===== config.mk =====
export PLATFORM = sky130hd
export DESIGN_NAME = positional_array_list
export DESIGN_NICKNAME = d
export VERILOG_FILES = /design/src/pal_pkg.sv /design/src/positional_array_list.sv /design/src/pal_cell.sv
export SDC_FILE = /design/constraint.sdc
export NUM_CORES = 2
export LEC_CHECK = 0
export BUFFER_PORTS_ARGS = -buffer_cell sky130_fd_sc_hd__buf_2
export CORE_ASPECT_RATIO = 1.4
export CORE_MARGIN = 2
export CORE_UTILIZATION = 55
export CTS_CLUSTER_SIZE = 8
export DETAILED_ROUTE_END_ITERATION = 6
export GPL_TIMING_DRIVEN = 0
export PLACE_DENSITY = 0.84
export SYNTH_ARGS = -nofsm -noshare
export SYNTH_HDL_FRONTEND = slang
export SYNTH_SLANG_ARGS = --single-unit

===== constraint.sdc =====
create_clock -name clk_i -period 8.75 [get_ports clk_i]
set_input_delay 2.1875 -clock clk_i [delete_from_list [all_inputs] [get_ports clk_i]]
set_output_delay 2.1875 -clock clk_i [all_outputs]
set_load 0.05 [all_outputs]

===== src/pal_pkg.sv =====
// Package for the positional array list.
// Holds the operation and status codes, the controller states and the cell control type.
// Depends on nothing.
`default_nettype none

package pal_pkg;

  typedef enum logic [2:0] {
    OP_CLEAR  = 3'd0,
    OP_APPEND = 3'd1,
    OP_INSERT = 3'd2,
    OP_DELETE = 3'd3,
    OP_SEARCH = 3'd4,
    OP_READ   = 3'd5
  } op_e;

  typedef enum logic [1:0] {
    STAT_OK    = 2'd0,
    STAT_FULL  = 2'd1,
    STAT_RANGE = 2'd2
  } status_e;

  typedef enum logic [1:0] {
    S_IDLE  = 2'd0,
    S_SWEEP = 2'd1,
    S_SHIFT = 2'd2
  } state_e;

  typedef enum logic [2:0] {
    CM_HOLD   = 3'd0,
    CM_APPEND = 3'd1,
    CM_INSERT = 3'd2,
    CM_REMOVE = 3'd3,
    CM_ROTATE = 3'd4
  } cell_mode_e;

  typedef struct packed {
    cell_mode_e  mode;
    logic [31:0] val;
  } cell_ctrl_t;

endpackage

`default_nettype wire


===== src/positional_array_list.sv =====
// Positional array list: a chain of entry cells and the controller that steers them.
// Clear, append and insert are answered without leaving idle; search, read and delete
// rotate the chain once past its head cell, and delete then closes with a shift.
// A rejected read or delete is answered without leaving idle.
// The result strobe done_o rises for one cycle after the request finishes and the
// receiver cannot stall it; busy_o is high during a rotation or the closing shift.
// Depends on pal_pkg and pal_cell.
`default_nettype none

module positional_array_list
  import pal_pkg::*;
#(
  parameter int CAPACITY = 16
) (
  input  wire logic               clk_i,
  input  wire logic               rst_ni,
  input  wire logic               start_i,
  output logic                    busy_o,
  input  wire logic [2:0]         kind_i,
  input  wire logic [4:0]         position_i,
  input  wire logic signed [31:0] value_i,
  output logic                    done_o,
  output logic [1:0]              status_o,
  output logic signed [31:0]      data_out_o,
  output logic                    found_o,
  output logic [4:0]              match_count_o,
  output logic [4:0]              length_o
);

  localparam int IdxW = $clog2(CAPACITY);
  localparam int CntW = $clog2(CAPACITY + 1);
  localparam int CmpW = ((CntW > 5) ? CntW : 5) + 1;
  localparam logic [IdxW-1:0] LastStep = IdxW'(CAPACITY - 1);
  localparam logic [CntW-1:0] Full     = CntW'(CAPACITY);

  state_e               state_q, state_d;
  logic [CntW-1:0]      count_q, count_d;
  op_e                  op_q, op_d;
  logic [IdxW-1:0]      tgt_q, tgt_d;
  logic signed [31:0]   key_q, key_d;
  logic [IdxW-1:0]      step_q, step_d;
  logic [CntW-1:0]      acc_q, acc_d;
  logic signed [31:0]   cap_q, cap_d;
  logic                 done_q, done_d;
  status_e              status_q, status_d;
  logic signed [31:0]   data_q, data_d;
  logic                 found_q, found_d;
  logic [4:0]           match_q, match_d;
  logic [4:0]           length_q, length_d;

  cell_ctrl_t           ctrl;
  logic [IdxW-1:0]      cell_tgt;
  logic signed [31:0]   entry_w [CAPACITY];
  logic [CmpW-1:0]      pos_ext, cnt_ext;
  logic [IdxW-1:0]      pos_idx;
  logic signed [31:0]   head;

  assign pos_ext = CmpW'(position_i);
  assign cnt_ext = CmpW'(count_q);
  assign pos_idx = IdxW'(pos_ext - CmpW'(1));
  assign head    = entry_w[0];

  for (genvar i = 0; i < CAPACITY; i++) begin : g_cell
    pal_cell #(
      .IdxW  (IdxW),
      .Index (i)
    ) u_cell (
      .clk_i   (clk_i),
      .ctrl_i  (ctrl),
      .tgt_i   (cell_tgt),
      .lower_i (entry_w[(i == 0) ? 0 : i - 1]),
      .upper_i (entry_w[(i + 1) % CAPACITY]),
      .entry_o (entry_w[i])
    );
  end

  always_comb begin
    state_d   = state_q;
    count_d   = count_q;
    op_d      = op_q;
    tgt_d     = tgt_q;
    key_d     = key_q;
    step_d    = step_q;
    acc_d     = acc_q;
    cap_d     = cap_q;
    done_d    = 1'b0;
    status_d  = status_q;
    data_d    = data_q;
    found_d   = found_q;
    match_d   = match_q;
    length_d  = length_q;
    ctrl.mode = CM_HOLD;
    ctrl.val  = value_i;
    cell_tgt  = tgt_q;

    unique case (state_q)
      S_IDLE: begin
        if (start_i) begin
          status_d = STAT_OK;
          data_d   = '0;
          found_d  = 1'b0;
          match_d  = '0;
          unique case (kind_i)
            OP_CLEAR: begin
              count_d = '0;
              done_d  = 1'b1;
            end
            OP_APPEND: begin
              done_d = 1'b1;
              if (count_q == Full) begin
                status_d = STAT_FULL;
              end else begin
                ctrl.mode = CM_APPEND;
                cell_tgt  = IdxW'(count_q);
                count_d   = count_q + CntW'(1);
              end
            end
            OP_INSERT: begin
              done_d = 1'b1;
              if (count_q == Full) begin
                status_d = STAT_FULL;
              end else if (pos_ext == '0 || pos_ext > cnt_ext + CmpW'(1)) begin
                status_d = STAT_RANGE;
              end else begin
                ctrl.mode = CM_INSERT;
                cell_tgt  = pos_idx;
                count_d   = count_q + CntW'(1);
              end
            end
            OP_DELETE, OP_READ: begin
              if (pos_ext == '0 || pos_ext > cnt_ext) begin
                status_d = STAT_RANGE;
                done_d   = 1'b1;
              end else begin
                op_d    = op_e'(kind_i);
                tgt_d   = pos_idx;
                step_d  = '0;
                acc_d   = '0;
                state_d = S_SWEEP;
              end
            end
            OP_SEARCH: begin
              op_d    = OP_SEARCH;
              key_d   = value_i;
              step_d  = '0;
              acc_d   = '0;
              state_d = S_SWEEP;
            end
            default: begin
              done_d = 1'b1;
            end
          endcase
        end
      end
      S_SWEEP: begin
        ctrl.mode = CM_ROTATE;
        if (CntW'(step_q) < count_q && head == key_q) acc_d = acc_q + CntW'(1);
        if (step_q == tgt_q) cap_d = head;
        if (step_q == LastStep) begin
          if (op_q == OP_DELETE) begin
            state_d = S_SHIFT;
          end else begin
            state_d = S_IDLE;
            done_d  = 1'b1;
            if (op_q == OP_SEARCH) begin
              found_d = (acc_d != '0);
              match_d = (CmpW'(acc_d) > CmpW'(31)) ? 5'd31 : 5'(acc_d);
            end else begin
              data_d = cap_d;
            end
          end
        end else begin
          step_d = step_q + IdxW'(1);
        end
      end
      S_SHIFT: begin
        ctrl.mode = CM_REMOVE;
        count_d   = count_q - CntW'(1);
        data_d    = cap_q;
        done_d    = 1'b1;
        state_d   = S_IDLE;
      end
      default: state_d = S_IDLE;
    endcase

    if (done_d) begin
      length_d = (CmpW'(count_d) > CmpW'(31)) ? 5'd31 : 5'(count_d);
    end
  end

  always_ff @(posedge clk_i or negedge rst_ni) begin
    if (!rst_ni) begin
      state_q <= S_IDLE;
      count_q <= '0;
      done_q  <= 1'b0;
    end else begin
      state_q <= state_d;
      count_q <= count_d;
      done_q  <= done_d;
    end
  end

  always_ff @(posedge clk_i) begin
    op_q     <= op_d;
    tgt_q    <= tgt_d;
    key_q    <= key_d;
    step_q   <= step_d;
    acc_q    <= acc_d;
    cap_q    <= cap_d;
    status_q <= status_d;
    data_q   <= data_d;
    found_q  <= found_d;
    match_q  <= match_d;
    length_q <= length_d;
  end

  assign busy_o        = (state_q != S_IDLE);
  assign done_o        = done_q;
  assign status_o      = status_q;
  assign data_out_o    = data_q;
  assign found_o       = found_q;
  assign match_count_o = match_q;
  assign length_o      = length_q;

endmodule

`default_nettype wire


===== src/pal_cell.sv =====
// One storage cell of the positional array list chain.
// Holds a single entry and takes its next value from the request or a neighbour.
// Depends on pal_pkg.
`default_nettype none

module pal_cell
  import pal_pkg::*;
#(
  parameter int IdxW  = 4,
  parameter int Index = 0
) (
  input  wire logic              clk_i,
  input  wire cell_ctrl_t        ctrl_i,
  input  wire logic [IdxW-1:0]   tgt_i,
  input  wire logic signed [31:0] lower_i,
  input  wire logic signed [31:0] upper_i,
  output logic signed [31:0]     entry_o
);

  localparam logic [IdxW-1:0] MyIdx = IdxW'(Index);

  logic signed [31:0] entry_q;
  logic signed [31:0] entry_d;

  always_comb begin
    entry_d = entry_q;
    unique case (ctrl_i.mode)
      CM_APPEND: begin
        if (MyIdx == tgt_i) entry_d = ctrl_i.val;
      end
      CM_INSERT: begin
        if (MyIdx == tgt_i) begin
          entry_d = ctrl_i.val;
        end else if (MyIdx > tgt_i) begin
          entry_d = lower_i;
        end
      end
      CM_REMOVE: begin
        if (MyIdx >= tgt_i) entry_d = upper_i;
      end
      CM_ROTATE: entry_d = upper_i;
      default:   entry_d = entry_q;
    endcase
  end

  always_ff @(posedge clk_i) begin
    entry_q <= entry_d;
  end

  assign entry_o = entry_q;

endmodule

`default_nettype wire


======== Word level (Yosys, flattened, before mapping) ========
Cells that the tools add are included.
word-level totals
  bits in registers ....................... 645
  word-level logic and storage cells ...... 342
operators by class
  add/sub/neg operators ................... 6
  $lt $le $gt $ge ......................... 34
  equal/unequal tests ..................... 88
  muxes and demuxes ....................... 142
  bitwise logic cells ..................... 1
  reduce and logical (&&, ||, !) cells .... 41
operators by type and width
  kind                number
  $mux 32             67
  $pmux 32 s4         15
  $pmux 32 s3         2
  $reduce_and 4->1    19
  $ne 2x1->1 const B  32
  $mux 5              12
  $ne 3x1->1 const B  16
  $pmux 5 s2          4
  $eq 32x32->1        1
  $eq 4x4->1 const A  8
  $ge 4x4->1 const A  8
  $gt 4x4->1 const A  8
  $mux 4              8
  $pmux 4 s2          3
  $mux 2              10
  $eq 3x4->1 const A  4
  $ge 3x4->1 const A  4
  $gt 3x4->1 const A  4
  $eq 3x2->1 const B  5
  $pmux 5 s3          1
  $reduce_and 5->1    3
  $ne 2x2->1 const B  7
  $eq 3x3->1 const B  4
  $pmux 2 s2          3
  other kinds (42)    64

======== Logic depth before layout (Yosys ltp) ========
  depth after elaboration ................. 12
  mapped depth ............................ 15
  mapped depth without buffers ............ 11

======== Hierarchy ========
Synthesis repeated with hierarchy kept, for this count alone.
second synthesis, totals
  cell total of the unflattened synthesis .. 5926
  area total of the unflattened synthesis .. 59534.6 µm²
modules (own cells, without submodules)
  module                         instances  cells each  area an instance (µm²)  sequential area each (µm²)
  positional_array_list          1          524         6740.2                  3953.8
  pal_cell at g_cell[14].u_cell  1          336         3538.4                  960.9
  pal_cell at g_cell[2].u_cell   1          338         3368.2                  960.9
  pal_cell at g_cell[13].u_cell  1          339         3359.5                  960.9
  pal_cell at g_cell[11].u_cell  1          338         3349.5                  960.9
  pal_cell at g_cell[0].u_cell   1          337         3340.7                  960.9
  pal_cell at g_cell[1].u_cell   1          333         3333.2                  960.9
  pal_cell at g_cell[4].u_cell   1          334         3324.4                  960.9
  pal_cell at g_cell[12].u_cell  1          338         3279.4                  960.9
  pal_cell at g_cell[9].u_cell   1          338         3276.9                  960.9
  pal_cell at g_cell[8].u_cell   1          338         3270.6                  960.9
  pal_cell at g_cell[10].u_cell  1          340         3251.9                  960.9
  pal_cell at g_cell[5].u_cell   1          340         3245.6                  960.9
  pal_cell at g_cell[3].u_cell   1          340         3236.9                  960.9
  3 more rows                    -          -           -                       -

======== Least setup slack after synthesis ========
Ideal clock, no wire load.
  kind .................................... input port to flip-flop
  start point ............................. input position_i[0]
  end point ............................... register g_cell[4].u_cell.entry_q[0], enable pin
  data arrival time ....................... 7.283 ns
  setup slack ............................. 0.956 ns
  cell stages on the path ................. 10
  buffers on the path ..................... 2
  cell sequence ........................... inv_1 -> ha_1 -> or4b_1 -> buf_2 -> nand4_2 -> buf_2 -> o31a_1 -> o211a_2 -> o21ai_0 -> o41ai_1
between the ends
  cells in the longest elaborated chain, start to end .. 10
  elaborated cells between the ends (all ways) .. 26
RTL lines
  item                                                       RTL line                      RTL
  from (decl)                                                positional_array_list.sv:20   input wire logic [4:0] position_i,
  $gt 5x6->1 / $logic_not 6->1 (equally long branches)       positional_array_list.sv:122  end else if (pos_ext == '0 || pos_ext > cnt_ext + CmpW'(1)) begin
  $logic_or 1x1->1                                           positional_array_list.sv:122
  $mux 4 / $mux 2 (equally long branches)                    positional_array_list.sv:122
  $mux 4 / $mux 2 (equally long branches)                    positional_array_list.sv:120  if (count_q == Full) begin
  $pmux 4 s2 / $pmux 2 s2 (equally long branches)            positional_array_list.sv:103  unique case (kind_i)
  $mux 4 / $mux 2 (equally long branches)                    positional_array_list.sv:98   if (start_i) begin
  $mux 4 / $pmux 3 s3 (equally long branches)                positional_array_list.sv:96   unique case (state_q)
  $gt 3x4->1, or another cell as far along                   pal_cell.sv:34                end else if (MyIdx > tgt_i) begin
  $ne 3x1->1 (no source line), or another cell as far along  -
  $reduce_and 4->1 (no source line) *                        -
  to (signal assigned)                                       pal_cell.sv:47                entry_q <= entry_d;
  to (decl)                                                  pal_cell.sv:22                logic signed [31:0] entry_q;
Mark *: on every way between the ends. The rest lies on a longest branch, timed or not.
A chain may end at the register's enable or synchronous reset.

======== Worst setup path after layout ========
  start point ............................. input position_i[0]
  end point ............................... register g_cell[10].u_cell.entry_q[11], enable pin
between the ends
  elaborated cells between the ends (all ways) .. 26
RTL lines
  item                                                              RTL line                      RTL
  $sub 4x1->4 *                                                     positional_array_list.sv:60   assign pos_idx = IdxW'(pos_ext - CmpW'(1));
  named net pos_idx[0]                                              positional_array_list.sv:55   logic [IdxW-1:0] pos_idx;
  $mux 4 *                                                          positional_array_list.sv:122
  $mux 4 *                                                          positional_array_list.sv:120
  $pmux 4 s2 *                                                      positional_array_list.sv:103
  $mux 4 *                                                          positional_array_list.sv:98
  $mux 4 *                                                          positional_array_list.sv:96
  $gt 4x4->1, or another cell as far along                          pal_cell.sv:34
  $ne 3x1->1 (no source line) / $ne 2x1->1 (equally long branches)  -
  $reduce_and 4->1 (no source line) *                               -
  to (signal assigned)                                              pal_cell.sv:47
  to (decl)                                                         pal_cell.sv:22
Mark *: on every way through the listed nets, which the timed path passes. The rest lies on a longest branch.

==> impl_metrics.xml <==
<?xml version="1.0" encoding="UTF-8"?>
<metrics>
  <group name="run_status">
    <metric name="result_of_the_run" unit="">complete, but fails checks</metric>
    <metric name="violated_checks" unit="">DRC, capacitance limit, slew limit</metric>
  </group>
  <group name="setup_path">
    <metric name="cp_data_required_time" unit="ns">9.11</metric>
    <metric name="cp-start-kind" unit="">input port</metric>
    <metric name="crit_path_frequent_cell" unit="">sky130_fd_sc_hd__buf_2</metric>
    <metric name="critical-path-slowest-cell" unit="">sky130_fd_sc_hd__clkbuf_1</metric>
    <metric name="crit_chain" unit="">buf_2, inv_1, ha_1, nand2_1, o32ai_1, a31oi_2, buf_2, o2111ai_1, nand2_1, buf_2, clkbuf_1, nor2_1, o211ai_1, buf_4, buf_4</metric>
    <metric name="cp-end-kind" unit="">register</metric>
    <metric name="critical_path.max_stage_delay" unit="ns">1.03</metric>
    <metric name="critical_path_class" unit="">input port to register</metric>
    <metric name="cp.arrival" unit="ns">7.19</metric>
    <metric name="timing.critical_path.fanout_max" unit="">10</metric>
  </group>
  <group name="die">
    <metric name="width_of_the_die" unit="um">207</metric>
    <metric name="die-height" unit="um">288</metric>
    <metric name="floorplan.die_area" unit="sq um">59600</metric>
    <metric name="start_util" unit="%">55.4</metric>
    <metric name="num_io_pins" unit="">90</metric>
    <metric name="rows" unit="">104</metric>
    <metric name="placeableCoreArea" unit="sq um">57300</metric>
  </group>
  <group name="clock_network">
    <metric name="cts_root_buf" unit="">sky130_fd_sc_hd__clkbuf_16</metric>
    <metric name="htree_levels" unit="">3</metric>
    <metric name="worstSkewPairLatency" unit="ns">0.68</metric>
    <metric name="clockBufferDepth" unit="">3</metric>
    <metric name="post_cts_resized" unit="">0</metric>
    <metric name="post_cts.repair.setup_buffers" unit="">0</metric>
    <metric name="numCtsBuffers" unit="">90</metric>
    <metric name="clock_tree_from_tritoncts" unit="">yes</metric>
    <metric name="cts.hold.buffers_added" unit="">0</metric>
    <metric name="clk_pin_slew" unit="ns">0.05</metric>
    <metric name="clkSinkCount" unit="">645</metric>
  </group>
  <group name="global_route">
    <metric name="globalRouteMet2Util" unit="%">64.5</metric>
    <metric name="busiest_layer_in_global_routing" unit="">met2</metric>
    <metric name="met1_global_route_usage" unit="%">48.6</metric>
    <metric name="number_of_antenna_violations_at_the_first_check_in_global_routing" unit="">13</metric>
    <metric name="use_met3" unit="%">17.5</metric>
    <metric name="grt_start_max_net_pins" unit="">34</metric>
    <metric name="grt_first_pass_wirelength" unit="mm">181</metric>
    <metric name="track_usage" unit="%">43.3</metric>
    <metric name="grt_pass1_vias" unit="">26500</metric>
    <metric name="grt_overflow_total" unit="">0</metric>
  </group>
  <group name="yosys">
    <metric name="yosys_reg_bits" unit="">645</metric>
    <metric name="synth-main-ff-cell" unit="">sky130_fd_sc_hd__edfxtp_1</metric>
    <metric name="number_of_cells_produced_by_synthesis" unit="">2466</metric>
    <metric name="synthesis.area_per_instance" unit="sq um">12.9</metric>
    <metric name="seq_area_frac_synth" unit="%">61.0</metric>
    <metric name="synth_area" unit="sq um">31700</metric>
    <metric name="ys_warnings" unit="">0</metric>
    <metric name="synthesis.nets" unit="">2532</metric>
    <metric name="synth_edf_count" unit="">637</metric>
    <metric name="post-synth-top-count-cell" unit="">sky130_fd_sc_hd__edfxtp_1</metric>
    <metric name="ys_types" unit="">73</metric>
    <metric name="synth.top_cell.area_share" unit="%">60.3</metric>
    <metric name="synth_top_cells_by_area" unit="">sky130_fd_sc_hd__edfxtp_1, sky130_fd_sc_hd__a221o_1, sky130_fd_sc_hd__and2_1</metric>
    <metric name="asyncSetResetFlopFracSynth" unit="%">1.24</metric>
    <metric name="synth_largest_area_cell" unit="">sky130_fd_sc_hd__edfxtp_1</metric>
    <metric name="synth.top_cells.by_count" unit="">sky130_fd_sc_hd__edfxtp_1, sky130_fd_sc_hd__a221o_1, sky130_fd_sc_hd__and2_1, sky130_fd_sc_hd__clkbuf_1, sky130_fd_sc_hd__nand2_1</metric>
  </group>
  <group name="routing">
    <metric name="post_drt_via_cell_ratio" unit="">7.73</metric>
    <metric name="route.final.wire_length" unit="mm">130</metric>
    <metric name="detail_route.first_pass.iterations" unit="">7</metric>
    <metric name="vias" unit="">26700</metric>
    <metric name="ant_nets" unit="">0</metric>
    <metric name="wl_per_cell" unit="um">37.5</metric>
    <metric name="drc" unit="">58</metric>
    <metric name="detail_route.iter0.violations" unit="">4862</metric>
  </group>
  <group name="flow_run">
    <metric name="cap_viol_max_count" unit="">3</metric>
  </group>
  <group name="sta">
    <metric name="finalCriticalPeriod" unit="ns">6.83</metric>
    <metric name="timing.final.setup_violations" unit="">0</metric>
    <metric name="worst_slack" unit="ns">1.92</metric>
    <metric name="slew_viol_final" unit="">23</metric>
    <metric name="post-route-period-util" unit="%">78.0</metric>
    <metric name="grt_setup_unrepaired" unit="">no</metric>
    <metric name="skew" unit="ns">0.0295</metric>
    <metric name="setup_tns" unit="ns">0</metric>
    <metric name="fmax" unit="GHz">0.146</metric>
    <metric name="final_hold_violation_count" unit="">0</metric>
    <metric name="slew_headroom" unit="%">-4.71</metric>
    <metric name="max_slew.worst_pin.slew" unit="ns">1.56</metric>
  </group>
  <group name="cells_and_area">
    <metric name="area.growth.synth_to_final" unit="%">14.5</metric>
    <metric name="final_area" unit="sq um">36300</metric>
    <metric name="drive_above_1_share" unit="%">12.7</metric>
    <metric name="filler_cell_count" unit="">4326</metric>
    <metric name="multi_input_comb_area" unit="sq um">11300</metric>
    <metric name="net_count_of_the_finished_layout" unit="">2758</metric>
    <metric name="layout.core_utilization" unit="%">63.4</metric>
    <metric name="register_area" unit="sq um">19300</metric>
  </group>
  <group name="power">
    <metric name="peakVddDrop" unit="uV">183</metric>
    <metric name="total_power_consumption_of_the_routed_design" unit="uW">15200</metric>
    <metric name="p_leak" unit="uW">0.0129</metric>
    <metric name="power.density_cell_area" unit="nW/um^2">420</metric>
  </group>
  <group name="placed_design">
    <metric name="placed_area" unit="sq um">33900</metric>
    <metric name="place_worst_setup_slack" unit="ns">1.69</metric>
    <metric name="place.gp.congestion" unit="">1.04</metric>
    <metric name="dp_hpwl" unit="mm">87.7</metric>
    <metric name="place.port_buffers" unit="">89</metric>
  </group>
  <group name="worst_hold_path">
    <metric name="hold_path.class" unit="">register to register</metric>
  </group>
</metrics>
-- worst paths after layout --
kind	start	to	slack [ns]	cells after the start
max reg2reg	count_q[0]	g_cell[10].u_cell.entry_o[11]	2.36	16
max	position_i[0]	g_cell[10].u_cell.entry_o[11]	1.92	15
min reg2reg	g_cell[15].u_cell.entry_o[0]	g_cell[14].u_cell.entry_o[0]	0.53	2
min	g_cell[15].u_cell.entry_o[0]	g_cell[14].u_cell.entry_o[0]	0.53	2
min in group asynchronous	rst_ni	count_q[4]	1.39	1
max in group asynchronous	rst_ni	count_q[1]	7.14	1
-- routing by layer --
metal | up-vias | wire, um
met4 | 4 | 13400
met5 | - | 32
met1 | 12800 | 39500
met3 | 875 | 20300
met2 | 2934 | 56400
li1 | 10200 | -
-- logic make-up (layout without fill, tap and decap cells) --
| group | Yosys count | in the layout | synth area share (%) |
|---|---|---|---|
| other | 0 | 8 | 0 |
| adder cells (fa/ha/maj) | 23 | 23 | 0.908 |
| XOR/XNOR | 47 | 47 | 1.30 |
| buffers and inverters | 330 | 573 | 4.08 |
| flip-flops | 645 | 645 | 61.0 |
| multiplexers | 33 | 33 | 1.17 |
| AND/OR/NAND/NOR | 690 | 690 | 11.9 |
| AO/OA/AOI/OAI | 698 | 698 | 19.6 |
-- state kept, by name, summed over array words and instances, names as in the netlist, 3 cells and up --
name and flops:
acc_q 5, cap_q 32, count_q 5, data_out_o 32, g_cell.u_cell.entry_o 512, key_q 32, length_o 5, match_count_o 5
op_q 3, step_q 4, tgt_q 4
-- placed cells by master (no fill, tap or decap), types with 35 or more instances in the layout --
master	Yosys	layout
sky130_fd_sc_hd__nand2_1	124	124
sky130_fd_sc_hd__inv_1	112	111
sky130_fd_sc_hd__nor2b_1	39	39
sky130_fd_sc_hd__clkbuf_16	0	91
sky130_fd_sc_hd__nor2_1	96	95
sky130_fd_sc_hd__a221o_1	419	419
sky130_fd_sc_hd__xor2_1	37	37
sky130_fd_sc_hd__buf_2	37	126
sky130_fd_sc_hd__o221ai_1	65	65
sky130_fd_sc_hd__clkbuf_1	171	185
sky130_fd_sc_hd__a22oi_1	35	35
sky130_fd_sc_hd__and2_1	362	362
sky130_fd_sc_hd__o21ai_0	56	54
sky130_fd_sc_hd__edfxtp_1	637	637
-- metrics by stage --
step                      hold WS, ns  cells
final                           0.528   3459
after CTS                       0.520   3451
after detailed placement        0.521   3342
after global placement          0.507   3297
after global routing            0.548   3452
after floorplan                 0.504   2466
-- final cells by class --
| class | instances | share of cell area (%) |
|---|---|---|
| multi-input combinational | 1491 | 31.0 |
| clock inverter | 4 | 0.207 |
| antenna | 8 | 0.0551 |
| sequential | 645 | 53.2 |
| buffer | 214 | 2.36 |
| clock buffer | 105 | 6.42 |
| timing repair buffer | 134 | 2.97 |
| tap | 742 | 2.56 |
| inverter | 116 | 1.20 |
-- where the power goes --
part / internal, uW / switching, uW / total [uW]
Sequential: 5270 / 813 / 6080
Combinational: 1860 / 4090 / 5960
Clock: 1850 / 1360 / 3210
-- worst max-delay path: cells and delay by family --
kind / cells / cell delay [ns]
fa+ha+maj: 1 / 0.33
compound gates: 4 / 1.42
buf+inv: 7 / 2.69
simple gates: 3 / 0.52
(Power assumes the default switching activity.)
